File: src/rtl/wpf_pkg.sv
// Shared types and constants for the window placement fit-to-monitor block.
// No dependencies; every other file refers to it by scoped names.
package wpf_pkg;

  // Field widths
  localparam int unsigned COORD_W   = 21;  // window / area left and top
  localparam int unsigned EXT_W     = 17;  // signed width / height on input
  localparam int unsigned SIZE_W    = 16;  // stored window / area size
  localparam int unsigned RES_W     = 22;  // adjusted position on output
  localparam int unsigned OV_W      = 32;  // overlap area
  localparam int unsigned DIFF_W    = 23;  // magnitude of doubled center delta
  localparam int unsigned DIST_W    = 46;  // squared center distance

  // Configuration port
  localparam int unsigned CFG_W     = 16;
  localparam int unsigned CFG_IDX_W = 1;
  localparam logic [CFG_IDX_W-1:0] CFG_MIN_WIDTH  = 1'b0;
  localparam logic [CFG_IDX_W-1:0] CFG_MIN_HEIGHT = 1'b1;
  localparam logic [CFG_W-1:0] MIN_WIDTH_RST  = 16'd320;
  localparam logic [CFG_W-1:0] MIN_HEIGHT_RST = 16'd200;

  // Coordinate limits of the placement check
  localparam logic signed [COORD_W-1:0] MAX_COORD = 21'sd1000000;
  localparam logic signed [COORD_W-1:0] MIN_COORD = -21'sd1000000;

  // Depth of the queue between front and back
  localparam int unsigned QUEUE_DEPTH = 4;

  // Item class assigned by the front
  typedef enum logic [1:0] {
    OP_PLACE,   // window placement, starts a query
    OP_AREA,    // usable work area
    OP_SKIP     // work area with no width or height
  } op_t;

  // Classified word passed from front to back
  typedef struct packed {
    op_t                       op;
    logic signed [COORD_W-1:0] pos_x;
    logic signed [COORD_W-1:0] pos_y;
    logic signed [EXT_W-1:0]   ext_w;
    logic signed [EXT_W-1:0]   ext_h;
    logic                      maxf;
    logic                      last;
    logic                      sane;
  } item_t;

endpackage

File: src/rtl/wpf_front.sv
// Front of the placement fitter: accepts input words, holds the limit registers,
// classifies each word and checks placements. Depends on wpf_pkg.
module wpf_front (
  input  logic                               clk,
  input  logic                               rst_n,
  input  logic                               cfg_we,
  input  logic [wpf_pkg::CFG_IDX_W-1:0]      cfg_index,
  input  logic [wpf_pkg::CFG_W-1:0]          cfg_wdata,
  input  logic                               in_valid,
  output logic                               in_stall,
  input  logic                               in_kind,
  input  logic signed [wpf_pkg::COORD_W-1:0] in_pos_x,
  input  logic signed [wpf_pkg::COORD_W-1:0] in_pos_y,
  input  logic signed [wpf_pkg::EXT_W-1:0]   in_extent_w,
  input  logic signed [wpf_pkg::EXT_W-1:0]   in_extent_h,
  input  logic                               in_is_maximized,
  input  logic                               in_last,
  output logic                               push_valid,
  output wpf_pkg::item_t                     push_item,
  input  logic                               queue_full
);

  logic [wpf_pkg::CFG_W-1:0] min_width_r, min_width_nxt;
  logic [wpf_pkg::CFG_W-1:0] min_height_r, min_height_nxt;
  logic                      hold_valid_r, hold_valid_nxt;
  wpf_pkg::item_t            hold_item_r, hold_item_nxt;
  logic                      sane;
  logic                      usable;

  // Decode limit register writes
  always_comb begin
    min_width_nxt  = min_width_r;
    min_height_nxt = min_height_r;
    if (cfg_we) begin
      if (cfg_index == wpf_pkg::CFG_MIN_WIDTH) begin
        min_width_nxt = cfg_wdata;
      end
      if (cfg_index == wpf_pkg::CFG_MIN_HEIGHT) begin
        min_height_nxt = cfg_wdata;
      end
    end
  end

  // Check the placement
  assign sane = (in_extent_w >= $signed({1'b0, min_width_r})) &&
                (in_extent_h >= $signed({1'b0, min_height_r})) &&
                (in_pos_x >= wpf_pkg::MIN_COORD) && (in_pos_x <= wpf_pkg::MAX_COORD) &&
                (in_pos_y >= wpf_pkg::MIN_COORD) && (in_pos_y <= wpf_pkg::MAX_COORD);

  assign usable = (in_extent_w > 0) && (in_extent_h > 0);

  // Stall only while the held word cannot move into the queue
  assign in_stall   = hold_valid_r && queue_full;
  assign push_valid = hold_valid_r;
  assign push_item  = hold_item_r;

  // Classify the incoming word
  always_comb begin
    hold_valid_nxt = hold_valid_r;
    hold_item_nxt  = hold_item_r;
    if (!in_stall) begin
      hold_valid_nxt      = in_valid;
      hold_item_nxt.pos_x = in_pos_x;
      hold_item_nxt.pos_y = in_pos_y;
      hold_item_nxt.ext_w = in_extent_w;
      hold_item_nxt.ext_h = in_extent_h;
      hold_item_nxt.maxf  = in_is_maximized;
      hold_item_nxt.last  = in_last;
      hold_item_nxt.sane  = sane;
      if (!in_kind) begin
        hold_item_nxt.op = wpf_pkg::OP_PLACE;
      end else if (usable) begin
        hold_item_nxt.op = wpf_pkg::OP_AREA;
      end else begin
        hold_item_nxt.op = wpf_pkg::OP_SKIP;
      end
    end
  end

  always_ff @(posedge clk) begin
    if (!rst_n) begin
      min_width_r  <= wpf_pkg::MIN_WIDTH_RST;
      min_height_r <= wpf_pkg::MIN_HEIGHT_RST;
      hold_valid_r <= 1'b0;
    end else begin
      min_width_r  <= min_width_nxt;
      min_height_r <= min_height_nxt;
      hold_valid_r <= hold_valid_nxt;
    end
  end

  always_ff @(posedge clk) begin
    hold_item_r <= hold_item_nxt;
  end

endmodule

File: config.mk
export PLATFORM = sky130hd
export DESIGN_NAME = wpf_front
export DESIGN_NICKNAME = d
export VERILOG_FILES = /design/src/rtl/wpf_pkg.sv /design/src/rtl/wpf_front.sv
export SDC_FILE = /design/constraint.sdc
export NUM_CORES = 1
export LEC_CHECK = 0
export BUFFER_PORTS_ARGS = -buffer_cell sky130_fd_sc_hd__buf_4
export CELL_PAD_IN_SITES_DETAIL_PLACEMENT = 1
export CELL_PAD_IN_SITES_GLOBAL_PLACEMENT = 1
export CORE_UTILIZATION = 30
export DETAILED_ROUTE_END_ITERATION = 7
export PLACE_DENSITY_LB_ADDON = 0.1
export SETUP_SLACK_MARGIN = 0.3
export SLEW_MARGIN = 0
export SYNTH_ARGS = -nofsm -noshare
export SYNTH_HDL_FRONTEND = slang
export SYNTH_SLANG_ARGS = --single-unit
File: constraint.sdc
create_clock -name clk -period 8.06 [get_ports clk]
set_input_delay 1.612 -clock clk [delete_from_list [all_inputs] [get_ports clk]]
set_output_delay 1.612 -clock clk [all_outputs]
set_load 0.03 [all_outputs]
# == Word-level counts from Yosys, hierarchy flattened ==
# Index checks and enable logic that the tools add are counted.
# Widths: inputs -> output; s select.
# word_totals
register_bits,114
in_bits,101
output_inout_bits,83
# classes
n_lt_le_gt_ge,8
mux,1
n_bitwise,1
n_reduce_logical,9
# op_table
cell,count
$ge 21x21->1 const B,2
$le 21x21->1 const B,2
$ge 17x17->1,2
$gt 17x1->1 const B,2
$logic_and 1x1->1,7
$reduce_and 2->1,2
$mux 2,1
$not 1->1,1

# == Longest topological paths before layout ==
# logic_depth
ltp_word,6
mapped_depth,7
ltp_nobuf,7

# == Worst setup path before layout ==
# Ideal clock, no wire load.
# synth_timing
kind,input port to output port
startpoint,input port queue_full
endpoint,output port in_stall
arrival_ns,3.959
required_time_ns,6.448
path_slack_ns,2.489
stages,2
cell_sequence,nand2_1 > inv_1
# synth_via
elab_chain_cells,1
# synth_rtl
item,line_no,text
from (decl),wpf_front.sv:20,input logic queue_full
$logic_and 1x1->1,wpf_front.sv:53,assign in_stall = hold_valid_r && queue_full;
to (decl),wpf_front.sv:10,"output logic in_stall,"
# Every way passes these cells.

# == Worst setup path after layout ==
# Same ends and word-level chain as after synthesis.

==> flow_metrics.py <==
metrics = {
    "die": {
        "core_area_mm2": 0.0154,
        "pin_count": 184,
        "die_y_um": 128,
        "start_util": 0.310,
        "die_w_um": 128,
        "fp-row-count": 45,
        "die-area_mm2": 0.0164,
    },
    "finish": {
        "fin_area_mm2": 0.00695,
        "final-instance-count-excl-fill": 802,
        "utilization": 0.452,
        "multi_input_area_mm2": 0.00151,
        "nets": 711,
        "regArea_mm2": 0.00309,
        "drive_gt1_frac": 0.365,
        "n_fill_cell": 1676,
        "area_growth_pct": 45.8,
        "diodes": 0,
    },
    "routing": {
        "vias": 3735,
        "drtIter0Drc": 148,
        "wl_um": 13600,
        "ant_nets": 0,
        "drc": 0,
        "routed_via_density": 4.66,
        "detail_route.first_pass.iterations": 4,
        "wl_per_cell_um": 16.9,
    },
    "timing": {
        "max_freq_mhz": 222,
        "rsz0062_at_grt": "false",
        "setup_tns_ps": 0,
        "hold_violations": 0,
        "relSlewSlack": 0.199,
        "fin_worst_skew_ps": 6.30,
        "finalCritPeriodShare": 0.558,
        "slew_violations": 0,
        "worstMarginPinSlew_ps": 1200,
        "setup_viol": 0,
        "min_period_ps": 4500,
    },
    "job": {
        "cap_viol_max_count": 0,
    },
    "logic_synthesis": {
        "ys_warn_count": 0,
        "synth_area_leaders": "edfxtp_1 51%, dfxtp_1 14%, ha_1 8.4%, nand2_1 5.6%, a21boi_0 4.3%",
        "synth_top_area_cell": "edfxtp_1",
        "yosysMostFrequentCell": "edfxtp_1",
        "syn_nets": 518,
        "ys_ff_latch": 114,
        "synth_enable_flop_cells": 81,
        "synthFlopType": "edfxtp_1",
        "synth_area_mm2": 0.00477,
        "synth_area_per_cell_um2": 12.4,
        "ys_seq_area_frac": 0.649,
        "syn-instance-count": 385,
        "synthTopCellsByCount": "81 x edfxtp_1, 71 x nand2_1, 35 x inv_1",
        "yosysUniqueCellTypes": 42,
        "ys_async_sr_fraction": 0,
        "yosysTopAreaCellShare": 0.510,
    },
    "critical_path": {
        "rr_worst_depth": 7,
        "cpPeakStageDelay_ps": 760,
        "crit_type": "in -> out",
        "crit_fanout": 82,
        "path_buf_inv": 3,
        "critPathRequiredTime_ps": 6450,
        "critPathSlowestCell": "nand2_4",
        "endpoint_kind": "output port",
        "cp.depth": 4,
        "arrival_ps": 2880,
        "worstSetupStartpointType": "primary input",
        "crit_path_cell_trace": "buf_4 -> nand2_4 -> inv_1 -> buf_4",
        "ff2ff_setup_slack_ps": 5880,
        "crit_family": "simple AND/OR/NAND/NOR gates",
        "critPathMostFrequentCell": "buf_4",
    },
    "grt": {
        "grt_pass1_wl_um": 20700,
        "grt_pass1_vias": 3857,
        "grt_overflow": 0,
        "grt_max_degree": 83,
        "track_usage": 0.171,
        "antenna_found_initial": 0,
    },
    "cts": {
        "cts_hold_buf": 0,
        "cts_tree": "built",
        "clk_latency_ps": 410,
        "clockBufferDepth": 2,
        "htreeDepth": 4,
        "clk_pin_slew_ps": 50,
        "clock-root-buffer": "clkbuf_16",
        "cts.sink_count": 114,
        "post_cts_buffers": 0,
        "ctsResizeCount": 0,
        "cts_buffers": 17,
    },
    "place": {
        "dpl.hpwl_um": 10700,
        "dp_cells": 770,
        "io_buffers": 183,
        "placed_cell_area_mm2": 0.00638,
        "place.gp.congestion": 0.757,
    },
    "outcome": {
        "status": "finished clean",
    },
    "power": {
        "p_total_uw": 1650,
        "p_leak_uw": 0.00293,
        "ir_drop_mv": 0.144,
        "power_density_mw_per_mm2": 237,
    },
    "hold_path": {
        "holdPathStages": 2,
        "hold_path.class": "reg -> reg",
    },
}
[routing by layer]
| metal | vias to the layer above | track usage | wire, µm |
|---|---|---|---|
| met5 | - | 0 | 0 |
| met4 | 0 | 0.0775 | 225 |
| met3 | 21 | 0.0509 | 1020 |
| met2 | 132 | 0.283 | 6510 |
| met1 | 1781 | 0.205 | 5830 |
| li1 | 1801 | - | - |
[placed cells by master (no fill, tap or decap), drive strengths merged, types with 2 or more instances in the layout]
| cell | count |
|---|---|
| bufinv | 3 |
| clkinvlp | 2 |
| buf | 183 |
| clkinv | 8 |
| clkbuf | 19 |
| dfxtp | 33 |
| o21ai | 7 |
| a21oi | 12 |
| edfxtp | 81 |
| a211oi | 3 |
| nand2 | 71 |
| inv | 35 |
| a21boi | 27 |
| nor2 | 8 |
| nand3 | 5 |
| a21o | 4 |
| a31oi | 3 |
| o211ai | 5 |
| ha | 32 |
| nor4 | 14 |
| nor3 | 4 |
| nand4 | 8 |
| and4 | 4 |
[cells by family (layout without fill, tap and decap cells)]
kind of cell / Yosys count / in the layout / share of synthesized area
and+or+nand+nor: 123 / 123 / 0.125
DFF: 114 / 114 / 0.649
AOI/OAI and AO/OA: 72 / 72 / 0.107
buffers and inverters: 44 / 250 / 0.0352
adders and majority gates: 32 / 32 / 0.0840
[worst reg2reg max path, cell delays in order (launching register included)]
cell,delay (ps)
dfxtp_1,370
inv_1,60
ha_1,290
a21oi_1,150
o21ai_0,90
a221o_1,350
a211oi_1,500
nor4_2,100
[final timing paths]
| kind | startpoint | endpoint |
|---|---|---|
| min reg2reg | min_width_r[13] | min_width_r[13] |
| max reg2reg | min_height_r[2] | push_item[0] |
| max | queue_full | in_stall |
| min | min_width_r[13] | min_width_r[13] |
[layout make-up]
type                       count  share of cell area
tap                          211              0.0380
sequential                   114               0.445
clock inverter                13              0.0205
multi-input combinational    227               0.218
inverter                      35              0.0189
clock buffer                  19              0.0623
timing repair buffer         183               0.198
[per-stage QoR]
step	hold WS [ps]	worst slack (ps)
after floorplan	443	2490
after global placement	455	3600
after detailed placement	460	3520
after CTS	467	3520
after global routing	493	3420
final	462	3560
[power by group]
group | total (µW) | switching, µW | internal [µW]
combinational | 228 | 135 | 92.4
sequential | 681 | 12.5 | 669
clock | 739 | 260 | 479
[flip-flops by register name, indices dropped and copies added, names as in the netlist]
| register | cells |
|---|---|
| min_width_r | 16 |
| min_height_r | 16 |
| push_valid | 1 |
| push_item | 81 |
Power figures use the tool's default switching activity.
