--- config.mk ---
export PLATFORM = sky130hd
export DESIGN_NAME = wpf_queue
export DESIGN_NICKNAME = d
export VERILOG_FILES = /design/src/rtl/wpf_pkg.sv /design/src/rtl/wpf_queue.sv
export SDC_FILE = /design/constraint.sdc
export NUM_CORES = 1
export LEC_CHECK = 0
export BUFFER_PORTS_ARGS = -buffer_cell sky130_fd_sc_hd__buf_2
export CAP_MARGIN = 30
export CORE_MARGIN = 2
export CORE_UTILIZATION = 45
export CTS_BUF_LIST = sky130_fd_sc_hd__clkbuf_8
export DETAILED_ROUTE_END_ITERATION = 10
export SLEW_MARGIN = 20
export SYNTH_ARGS = -nofsm -noshare
export SYNTH_HDL_FRONTEND = slang
export SYNTH_SLANG_ARGS = --single-unit
--- constraint.sdc ---
create_clock -name clk -period 4.7 [get_ports clk]
set_input_delay 0.47 -clock clk [delete_from_list [all_inputs] [get_ports clk]]
set_output_delay 0.47 -clock clk [all_outputs]
set_load 0.01 [all_outputs]
--- src/rtl/wpf_pkg.sv ---
// Shared types and constants for the window placement fit-to-monitor block.
// No dependencies; every other file refers to it by scoped names.
package wpf_pkg;

  // Field widths
  localparam int unsigned COORD_W   = 21;  // window / area left and top
  localparam int unsigned EXT_W     = 17;  // signed width / height on input
  localparam int unsigned SIZE_W    = 16;  // stored window / area size
  localparam int unsigned RES_W     = 22;  // adjusted position on output
  localparam int unsigned OV_W      = 32;  // overlap area
  localparam int unsigned DIFF_W    = 23;  // magnitude of doubled center delta
  localparam int unsigned DIST_W    = 46;  // squared center distance

  // Configuration port
  localparam int unsigned CFG_W     = 16;
  localparam int unsigned CFG_IDX_W = 1;
  localparam logic [CFG_IDX_W-1:0] CFG_MIN_WIDTH  = 1'b0;
  localparam logic [CFG_IDX_W-1:0] CFG_MIN_HEIGHT = 1'b1;
  localparam logic [CFG_W-1:0] MIN_WIDTH_RST  = 16'd320;
  localparam logic [CFG_W-1:0] MIN_HEIGHT_RST = 16'd200;

  // Coordinate limits of the placement check
  localparam logic signed [COORD_W-1:0] MAX_COORD = 21'sd1000000;
  localparam logic signed [COORD_W-1:0] MIN_COORD = -21'sd1000000;

  // Depth of the queue between front and back
  localparam int unsigned QUEUE_DEPTH = 4;

  // Item class assigned by the front
  typedef enum logic [1:0] {
    OP_PLACE,   // window placement, starts a query
    OP_AREA,    // usable work area
    OP_SKIP     // work area with no width or height
  } op_t;

  // Classified word passed from front to back
  typedef struct packed {
    op_t                       op;
    logic signed [COORD_W-1:0] pos_x;
    logic signed [COORD_W-1:0] pos_y;
    logic signed [EXT_W-1:0]   ext_w;
    logic signed [EXT_W-1:0]   ext_h;
    logic                      maxf;
    logic                      last;
    logic                      sane;
  } item_t;

endpackage

--- src/rtl/wpf_queue.sv ---
// Short word queue between the front and the back of the placement fitter.
// Depends on wpf_pkg for the word type.
module wpf_queue #(
  parameter int unsigned Depth = wpf_pkg::QUEUE_DEPTH
) (
  input  logic           clk,
  input  logic           rst_n,
  input  logic           push_valid,
  input  wpf_pkg::item_t push_item,
  output logic           full,
  input  logic           pop,
  output logic           pop_valid,
  output wpf_pkg::item_t pop_item
);

  localparam int unsigned PtrW = (Depth > 1) ? $clog2(Depth) : 1;
  localparam int unsigned CntW = $clog2(Depth + 1);

  wpf_pkg::item_t  mem_r [Depth];
  logic [PtrW-1:0] wr_ptr_r, wr_ptr_nxt;
  logic [PtrW-1:0] rd_ptr_r, rd_ptr_nxt;
  logic [CntW-1:0] count_r, count_nxt;
  logic            do_push;
  logic            do_pop;

  assign full      = (count_r == CntW'(Depth));
  assign pop_valid = (count_r != '0);
  assign pop_item  = mem_r[rd_ptr_r];
  assign do_push   = push_valid && !full;
  assign do_pop    = pop && pop_valid;

  // Advance pointers with wrap and track the fill level
  always_comb begin
    wr_ptr_nxt = wr_ptr_r;
    rd_ptr_nxt = rd_ptr_r;
    count_nxt  = count_r;
    if (do_push) begin
      wr_ptr_nxt = (wr_ptr_r == PtrW'(Depth - 1)) ? '0 : wr_ptr_r + 1'b1;
    end
    if (do_pop) begin
      rd_ptr_nxt = (rd_ptr_r == PtrW'(Depth - 1)) ? '0 : rd_ptr_r + 1'b1;
    end
    if (do_push && !do_pop) begin
      count_nxt = count_r + 1'b1;
    end else if (do_pop && !do_push) begin
      count_nxt = count_r - 1'b1;
    end
  end

  always_ff @(posedge clk) begin
    if (!rst_n) begin
      wr_ptr_r <= '0;
      rd_ptr_r <= '0;
      count_r  <= '0;
    end else begin
      wr_ptr_r <= wr_ptr_nxt;
      rd_ptr_r <= rd_ptr_nxt;
      count_r  <= count_nxt;
    end
  end

  // Store the pushed word
  always_ff @(posedge clk) begin
    if (do_push) begin
      mem_r[wr_ptr_r] <= push_item;
    end
  end

endmodule

Yosys cells after proc, flatten, opt, wreduce, memory -nomap -nowiden
Memory sizes are Yosys's and may differ from the RTL's. A register that Yosys moved wholly into a read port is not among the register bits.
Cells that the tools add are included.
{ "word_totals": {"reg_bits": 7, "ram_bits": 324, "inputBits": 85, "out_inout_bits": 83, "wordCells": 28, "n_memories": 1} }
{ "op_classes": {"n_addsub": 4, "n_eq_ne": 3, "mux": 8, "reduce_logical": 9} }
{ "mem_list": {"columns": ["name", "words", "word_bits", "read_ports", "rd_ports_with_merged_regs", "write_ports", "line_no", "text"], "rows": [
  ["mem_r", 4, 81, 1, 1, 1, "wpf_queue.sv:19", "wpf_pkg::item_t mem_r [Depth];"]
]} }
{ "ops": {"columns": ["operator", "count"], "rows": [
  ["2-bit two-way mux", 4],
  ["3-bit two-way mux", 2],
  ["2-bit by 1-bit adder with 2-bit output, second input constant", 2],
  ["2-bit == test, second input constant", 2],
  ["1-bit logical AND", 4],
  ["3-bit by 1-bit adder with 3-bit output, second input constant", 1],
  ["3-bit == test, second input constant", 1],
  ["1-bit logical NOT", 3],
  ["3-bit nonzero test", 1],
  ["3-bit by 1-bit subtractor with 3-bit output, second input constant", 1],
  ["1-bit two-way mux", 2],
  ["2-bit nonzero test", 1]
]} }

Logic depth before layout (Yosys ltp)
Gate-level depths: netlist of run 1.
{ "depth": {"ltp_word": 7, "mapped_depth": 9, "mapped_depth_nobuf": 8} }

Worst setup path before layout of run 1
Ideal clock, no wire load.
{ "synth_path": {"path_type": "reg-to-reg", "start": "reg count_r[0]", "end": "mem mem_r[0][0] in the netlist's numbering (enable)", "setup_ns": 0.448, "arrival_ns": 2.702, "required_ns": 4.252, "slack_ns": 1.550, "stages_incl_launch_ff": 5, "synth_period_minus_slack_ns": 3.150, "path_cell_list": "dfxtp_1 -> nor3b_2 -> nor2b_1 -> buf_2 -> and2_1"} }
{ "synth_between": {"elab_chain_cells": 5} }
{ "synth_lines": {"columns": ["element", "line_no", "text"], "rows": [
  ["start, declared", "wpf_queue.sv:22", "logic [CntW-1:0] count_r, count_nxt;"],
  ["start signal, assigned", "wpf_queue.sv:58", "count_r <= count_nxt;"],
  ["3-bit == test", "wpf_queue.sv:26", "assign full = (count_r == CntW'(Depth));"],
  ["named net full", "wpf_queue.sv:10", "output logic full,"],
  ["1-bit logical NOT", "wpf_queue.sv:29", "assign do_push = push_valid && !full;"],
  ["1-bit logical AND", "wpf_queue.sv:29", null],
  ["named net do_push", "wpf_queue.sv:23", "logic do_push;"],
  ["1-bit two-way mux", "wpf_queue.sv:64", "if (do_push) begin"],
  ["1-bit two-way mux (implied by the code)", "wpf_queue.sv:65", "mem_r[wr_ptr_r] <= push_item;"],
  ["end, declared", "wpf_queue.sv:19", null]
]} }
The timed path passes the listed nets, and every way through them passes these cells.

==> results_tabular.tex, run 1 <==
\begin{tabular}{lr}
\hline
Metric & Value \\
\hline
\multicolumn{2}{l}{\textbf{Run status}} \\
Result of the run & complete, no violations \\
\multicolumn{2}{l}{\textbf{Yosys}} \\
Average cell area after synthesis & 25.86 um\^{}2 \\
YS warnings & 0 \\
Number of enable-type register cells in the synthesized netlist & 324 \\
Flops \& latches, synth & 333 \\
Post-synth net total & 566 \\
Number of cells produced by synthesis & 474 \\
Share of the synthesized area in the top cell type & 0.7936 \\
Cell taking the most area after synthesis & sky130\_fd\_sc\_hd\_\_edfxtp\_1 \\
Post-synth ARST share & 0 \\
Part of the Yosys area used for sequential elements & 0.8083 \\
Count of unique library cells instantiated by Yosys & 24 \\
Top flip-flop cell by instance count after synthesis & sky130\_fd\_sc\_hd\_\_edfxtp\_1 \\
Top post-synthesis cells by area & sky130\_fd\_sc\_hd\_\_edfxtp\_1 79\%, sky130\_fd\_sc\_hd\_\_mux4\_2 15\%, sky130\_fd\_sc\_hd\_\_dfxtp\_1 1.5\% \\
Post-synthesis cell area & 12260 um\^{}2 \\
\multicolumn{2}{l}{\textbf{Global route}} \\
Tot GR Track Use & 0.1600 \\
GRT Max-Usage Layer & met2 \\
GR Util met2 & 0.2721 \\
Maximum number of pins on one net before global-route repair & 66 \\
Initial antenna violation count & 7 \\
Global-route met3 utilization & 0.05261 \\
Gr ovfl total & 0 \\
Via count of the first global-routing pass & 6051 \\
Wire length of the first global-routing pass & 34300 um \\
Met1 layer usage reported by global route & 0.1953 \\
\multicolumn{2}{l}{\textbf{Layout}} \\
Final \#Nets & 778 \\
Synthesis-to-finish area growth & 18.12\% \\
Fraction of final layout cells with drive strength greater than 1 & 0.4582 \\
Number of fill cells in the layout & 2090 \\
\multicolumn{2}{l}{\textbf{Hold path}} \\
Source of the worst hold timing path & push\_item[9] \\
Class of the most critical hold timing path & in2reg \\
Destination of the worst hold path & mem\_r[0][9] \\
Hold Path Depth & 1 \\
\multicolumn{2}{l}{\textbf{Floorplanning}} \\
Die footprint & 28580 um\^{}2 \\
Chip width & 169.1 um \\
Total number of placement rows & 60 \\
Vertical die dimension & 169.1 um \\
Starting density of the core & 0.4561 \\
Core Box Area & 26880 um\^{}2 \\
Num ports & 168 \\
\multicolumn{2}{l}{\textbf{Route}} \\
Wirelength, routed & 22710 um \\
Antenna-violating nets left & 0 \\
Average vias per placed instance & 5.201 \\
Violation count after the first detailed-routing iteration & 425 \\
Pre-Repair DR Iteration Count & 4 \\
Wire per inst & 21.18 um \\
Detailed-route via count & 5576 \\
DRC violations left & 0 \\
\multicolumn{2}{l}{\textbf{STA}} \\
Part of the cycle the worst path needs & 0.6664 \\
RSZ-0062 raised after global routing & false \\
Worst hold margin & 122.1 ps \\
Maximum clock rate & 319.3 MHz \\
Slew headroom & 0.4565 \\
Sum Neg Setup Slack & 0 ps \\
Endpoints failing hold & 0 \\
Max Clock Skew & 27.20 ps \\
Transition time at the pin with the least slew margin & 815.3 ps \\
Final number of setup-violating endpoints & 0 \\
Final Critical Period & 3132 ps \\
Max Slew Vio Count & 0 \\
\multicolumn{2}{l}{\textbf{Power}} \\
Power density cells & 530.2 nW/um\^{}2 \\
VDD IR-drop max & 0.0002159 V \\
Sequential share of power & 0.494 \\
Share of power burned in the clock network & 0.294 \\
Final total power & 0.007677 W \\
Total internal power & 0.005638 W \\
Combinational share of power & 0.212 \\
P\_leak & 4.926 nW \\
Switching pwr & 0.002039 W \\
Net Sw Frac & 0.2656 \\
\multicolumn{2}{l}{\textbf{Setup path}} \\
R2R cell count & 5 \\
Arrival time worst endpoint & 2660 ps \\
RR Endpoint & mem\_r[1][34] \\
Reg2reg setup slack & 2130 ps \\
Crit. End Element & primary output \\
Worst reg2reg path startpoint & count\_r[0] \\
Launching element type of the critical path & flop \\
Critical path start-end classification & reg2out \\
Required @ worst endpoint & 4230 ps \\
Crit-path max FO & 43 \\
\multicolumn{2}{l}{\textbf{Place}} \\
Count of port buffers added during placement & 167 \\
Final weighted congestion in routability-driven placement & 0.7226 \\
Detailed Place HPWL & 13950 um \\
\multicolumn{2}{l}{\textbf{Clock network}} \\
Clock-pin slew on the worst setup and hold paths & 60 ps \\
Number of buffers on the longest clock path & 3 \\
CTS H-tree lvls & 2 \\
Clock latency on the worst-skew pair & 570 ps \\
Clock tree from TritonCTS & done \\
Post-cts gate resize count & 0 \\
Post-cts hold buffer count & 0 \\
Number of buffers inserted during clock tree synthesis & 52 \\
Post-CTS setup-driven buffer insertion count & 0 \\
Root Buffer Master & sky130\_fd\_sc\_hd\_\_clkbuf\_8 \\
Total clock sinks & 333 \\
\multicolumn{2}{l}{\textbf{Flow run}} \\
Number of max-cap violations & 0 \\
\hline
\end{tabular}
-- worst max-delay path, stage by stage, from the launching register on --
cell,delay (ps)
sky130_fd_sc_hd__dfxtp_4,880
sky130_fd_sc_hd__buf_12,390
sky130_fd_sc_hd__mux4_2,600
sky130_fd_sc_hd__buf_2,160
-- per-stage QoR --
step / setup WS (ps) / cells / area (um^2) / utilization
3_5_place_dp: 1877 / 971 / 13440 / 0.5001
5_1_grt: 1341 / 1070 / 14480 / 0.5386
6_report: 1568 / 1072 / 14480 / 0.5388
3_3_place_gp: 1991 / 968 / 13370 / 0.4976
4_1_cts: 1442 / 1068 / 14440 / 0.5371
2_1_floorplan: 1550 / 474 / 12260 / -
-- worst max-delay path by stage --
stage / from / end / slack, ps / cells after the start
2_1_floorplan: count_r[0] / mem_r[0][0] / 1550 / 4
3_3_place_gp: push_valid / mem_r[0][50] / 1990 / 4
3_5_place_dp: push_valid / mem_r[1][31] / 1880 / 4
4_1_cts: flop / pop_item[46] / 1440 / 3
5_1_grt: flop / pop_item[35] / 1340 / 3
6_report: flop / pop_item[35] / 1570 / 3
-- final cells by class --
class	instances	area, um^2	share of cell area
Antenna cell	2	5.005	0.0003456
Clock buffer	56	770.7	0.05323
Clock inverter	41	224.0	0.01547
Inverter	3	11.26	0.0007777
Multi-Input combinational cell	118	2125	0.1467
Sequential cell	333	9917	0.6849
Tap cell	341	426.7	0.02947
Timing Repair Buffer	178	1001	0.06913
-- sequential cells by signal, summed over array words and instances (netlist names), named ones only --
register / flops
mem_r: 324
count_r: 3
rd_ptr_r: 2
wr_ptr_r: 2
-- synthesized netlist by cell type, types with 2 or more instances --
master                       n
sky130_fd_sc_hd__buf_2       9
sky130_fd_sc_hd__edfxtp_1  324
sky130_fd_sc_hd__or3_1       2
sky130_fd_sc_hd__nor2b_1     2
sky130_fd_sc_hd__mux2i_1     3
sky130_fd_sc_hd__buf_12      8
sky130_fd_sc_hd__nand2_1     6
sky130_fd_sc_hd__inv_1       3
sky130_fd_sc_hd__clkbuf_1    2
sky130_fd_sc_hd__mux4_2     80
sky130_fd_sc_hd__dfxtp_1     9
sky130_fd_sc_hd__o21ai_0     3
sky130_fd_sc_hd__ha_1        6
sky130_fd_sc_hd__and2_1      5
sky130_fd_sc_hd__nor2_1      2
sky130_fd_sc_hd__nand3_1     2
-- placed cells by master, fill, tap and decap left out, drive strengths merged --
master,instances
edfxtp,324
buf,178
mux4,81
clkbuf,56
clkinv,21
inv,19
dfxtp,9
nand2,6
ha,6
and2,5
mux2i,3
o21ai,3
diode,2
nor2b,2
or3,2
nor2,2
nand3,2
clkinvlp,2
bufinv,2
nor3b,1
o31ai,1
xnor2,1
xor2,1
a21boi,1
fa,1
-- layer usage --
layer	part of all wire	vias up	routed length [um]
met1	0.40	2890	9120
met4	0.022	10	494
met5	0.0026	-	58
met2	0.51	156	11480
li1	-	2463	-
met3	0.069	57	1558
-- kinds of logic (layout without fill, tap and decap cells) --
kind of cell | after synthesis | count (layout) | synth area share
and+or+nand+nor | 20 | 20 | 0.008879
muxes | 84 | 84 | 0.1516
other | 0 | 2 | 0
DFF | 333 | 333 | 0.8083
AOI/OAI and AO/OA | 5 | 5 | 0.002857
buffers and inverters | 23 | 278 | 0.01919
adders and majority gates | 7 | 7 | 0.007757
xor gates and xnor gates | 2 | 2 | 0.001429
-- power by group through the flow --
stage / sequential [W] / combinational, W / clock (W)
after global routing: 0.00383 / 0.00176 / 0.00245
final: 0.00379 / 0.00163 / 0.00225
after global placement: 0.00388 / 0.00160 / 0
after floorplan: 0.00375 / 0.00122 / 0
after detailed placement: 0.00389 / 0.00164 / 0
after CTS: 0.00383 / 0.00164 / 0.00232
(Power assumes the default switching activity.)
==> run 2, diff against run 1 <==
--- a/config.mk
+++ b/config.mk
@@ -11,6 +11,7 @@
 export CORE_UTILIZATION = 45
 export CTS_BUF_LIST = sky130_fd_sc_hd__clkbuf_8
 export DETAILED_ROUTE_END_ITERATION = 10
+export PLACE_DENSITY = 0.67
 export SLEW_MARGIN = 20
 export SYNTH_ARGS = -nofsm -noshare
 export SYNTH_HDL_FRONTEND = slang
==> constraint.sdc (replaced) <==
create_clock -name clk -period 2.85 [get_ports clk]
set_input_delay 0.285 -clock clk [delete_from_list [all_inputs] [get_ports clk]]
set_output_delay 0.285 -clock clk [all_outputs]
set_load 0.01 [all_outputs]
==> results_tabular.tex, run 2 (synthesized netlist as in run 1, its figures left out) <==
\begin{tabular}{lr}
\hline
Metric & Value \\
\hline
\multicolumn{2}{l}{\textbf{Route}} \\
DRC violations left & 0 (unchanged) \\
Violation count after the first detailed-routing iteration & 408 (was 425) \\
Wirelength, routed & 22700 um (was 22710 um) \\
Pre-Repair DR Iteration Count & 4 (unchanged) \\
Wire per inst & 19.55 um (was 21.18 um) \\
Antenna-violating nets left & 0 (unchanged) \\
Detailed-route via count & 5915 (was 5576) \\
Average vias per placed instance & 5.095 (was 5.201) \\
\multicolumn{2}{l}{\textbf{Power}} \\
Total internal power & 0.009341 W (was 0.005638 W) \\
Combinational share of power & 0.225 (was 0.212) \\
P\_leak & 5.302 nW (was 4.926 nW) \\
VDD IR-drop max & 0.0005427 V (was 0.0002159 V) \\
Power density cells & 833.0 nW/um\^{}2 (was 530.2 nW/um\^{}2) \\
Share of power burned in the clock network & 0.290 (was 0.294) \\
Sequential share of power & 0.485 (was 0.494) \\
Net Sw Frac & 0.2691 (was 0.2656) \\
Switching pwr & 0.003439 W (was 0.002039 W) \\
\multicolumn{2}{l}{\textbf{Layout}} \\
Post-layout instance area & 15340 um\^{}2 (was 14480 um\^{}2) \\
Most common library cell in the layout ignoring fill and taps & sky130\_fd\_sc\_hd\_\_edfxtp\_1 (unchanged) \\
Largest regs & mem\_r x324, count\_r x3 (unchanged) \\
Number of diodes added for antenna fixing & 0 (was 2) \\
Most frequent cells in the layout & 324 x sky130\_fd\_sc\_hd\_\_edfxtp\_1, 167 x sky130\_fd\_sc\_hd\_\_buf\_2, 81 x sky130\_fd\_sc\_hd\_\_dlygate4sd3\_1 (was 324 x sky130\_fd\_sc\_hd\_\_edfxtp\_1, 167 x sky130\_fd\_sc\_hd\_\_buf\_2, 80 x sky130\_fd\_sc\_hd\_\_mux4\_2) \\
Fraction of final layout cells with drive strength greater than 1 & 0.4256 (was 0.4582) \\
Sequential cell area & 9917 um\^{}2 (unchanged) \\
Final standard cell count with taps included and fillers excluded & 1161 (was 1072) \\
Synthesis-to-finish area growth & 25.15\% (was 18.12\%) \\
Final \#Nets & 866 (was 778) \\
Register bank with the most flops & mem\_r (unchanged) \\
Flip-flop count of the largest register after layout & 324 (unchanged) \\
Number of fill cells in the layout & 1977 (was 2090) \\
Multi-input gate area in the final layout & 2125 um\^{}2 (unchanged) \\
\multicolumn{2}{l}{\textbf{Floorplanning}} \\
Die footprint & 28580 um\^{}2 (unchanged) \\
Total number of placement rows & 60 (unchanged) \\
Chip width & 169.1 um (unchanged) \\
Starting density of the core & 0.4561 (unchanged) \\
Vertical die dimension & 169.1 um (unchanged) \\
Num ports & 168 (unchanged) \\
Core Box Area & 26880 um\^{}2 (unchanged) \\
\multicolumn{2}{l}{\textbf{Clock network}} \\
Total clock sinks & 333 (unchanged) \\
Clock latency on the worst-skew pair & 560 ps (was 570 ps) \\
Root Buffer Master & sky130\_fd\_sc\_hd\_\_clkbuf\_8 (unchanged) \\
Clock tree from TritonCTS & done (unchanged) \\
Clock-pin slew on the worst setup and hold paths & 50 ps (was 60 ps) \\
Number of buffers inserted during clock tree synthesis & 54 (was 52) \\
CTS H-tree lvls & 2 (unchanged) \\
Number of buffers on the longest clock path & 3 (unchanged) \\
\multicolumn{2}{l}{\textbf{Global route}} \\
Gr ovfl total & 0 (unchanged) \\
Initial antenna violation count & 0 (was 7) \\
Via count of the first global-routing pass & 6562 (was 6051) \\
Maximum number of pins on one net before global-route repair & 47 (was 66) \\
Tot GR Track Use & 0.1602 (was 0.1600) \\
Wire length of the first global-routing pass & 34820 um (was 34300 um) \\
\multicolumn{2}{l}{\textbf{Run status}} \\
Result of the run & complete, no violations (unchanged) \\
\multicolumn{2}{l}{\textbf{STA}} \\
Maximum clock rate & 398.6 MHz \\
Transition time at the pin with the least slew margin & 600.1 ps (was 815.3 ps) \\
Part of the cycle the worst path needs & 0.8803 \\
Final Critical Period & 2509 ps \\
RSZ-0062 raised after global routing & false (unchanged) \\
Max Slew Vio Count & 0 (unchanged) \\
Sum Neg Setup Slack & 0 ps (unchanged) \\
Slew headroom & 0.6000 (was 0.4565) \\
Final number of setup-violating endpoints & 0 (unchanged) \\
Endpoints failing hold & 0 (unchanged) \\
Max Clock Skew & 6.779 ps (was 27.20 ps) \\
\multicolumn{2}{l}{\textbf{Place}} \\
Placed Cells incl. Taps & 978 (was 971) \\
Count of port buffers added during placement & 167 (unchanged) \\
Instance area after placement & 13520 um\^{}2 (was 13440 um\^{}2) \\
Detailed Place HPWL & 13460 um (was 13950 um) \\
Final weighted congestion in routability-driven placement & 0.7269 (was 0.7226) \\
\multicolumn{2}{l}{\textbf{Hold path}} \\
Class of the most critical hold timing path & in2reg (unchanged) \\
\multicolumn{2}{l}{\textbf{Setup path}} \\
Crit-path max FO & 21 (was 43) \\
Launching element type of the critical path & flop (unchanged) \\
Critical path start-end classification & reg2out (unchanged) \\
Required @ worst endpoint & 2570 ps (was 4230 ps) \\
Crit. End Element & primary output (unchanged) \\
Arrival time worst endpoint & 2220 ps (was 2660 ps) \\
\multicolumn{2}{l}{\textbf{Flow run}} \\
Number of max-cap violations & 0 (unchanged) \\
\hline
\end{tabular}
## run 2: area by class of cell
class / count / share of cell area
Clock buffer: 59 / 0.05293
Clock inverter: 43 / 0.01280
Inverter: 3 / 0.0007340
Multi-Input combinational cell: 118 / 0.1385
Sequential cell: 333 / 0.6464
Tap cell: 341 / 0.02781
Timing Repair Buffer: 264 / 0.1209
## run 2: metrics by stage
step                  util  hold slack, ps  setup WS [ps]  total power (W)
detailed placement  0.5032           503.3          619.5         0.009162
global placement    0.5032           480.2          753.7         0.009059
finish              0.5709           83.95          341.1          0.01278
global route        0.5709           52.27          174.1          0.01341
floorplan                -           383.9          591.5         0.008173
CTS                 0.5709           38.81          254.3          0.01298
## run 2: worst paths after layout
path                                  start           end  slack [ps]  depth (start not counted)
worst max-delay path                   flop  pop_item[80]         340                          3
worst min-delay path                  rst_n    count_r[2]          80                          2
worst max register to register   count_r[0]    count_r[2]         590                          9
worst min register to register  rd_ptr_r[1]          flop         540                          2
## run 2: power groups by stage
stage	sequential (W)	clock, W	combinational, W
after floorplan	0.00616	0	0.00201
after detailed placement	0.00631	0	0.00285
after global routing	0.00626	0.00404	0.00311
after CTS	0.00621	0.00382	0.00295
final	0.00620	0.00371	0.00288
after global placement	0.00627	0	0.00279
## run 2: repair_timing
action / CTS / global route
endpoints found under the hold margin: 324 / 0
setup buffers: 0 / 0
hold buffers: 81 / 0
gates resized for setup: 0 / 0
## run 2: worst max-delay path, stage by stage (launching register included)
cell	delay, ps
sky130_fd_sc_hd__dfxtp_4	620
sky130_fd_sc_hd__buf_4	320
sky130_fd_sc_hd__mux4_2	530
sky130_fd_sc_hd__buf_2	170
## run 2: metal layers
layer	routed length, um	GRT usage	vias up	part of all wire
met3	1518	0.04980	58	0.067
met5	0	0	-	0
met4	656	0.06206	0	0.029
met1	9149	0.1958	3019	0.40
li1	-	-	2649	-
met2	11370	0.2692	189	0.50
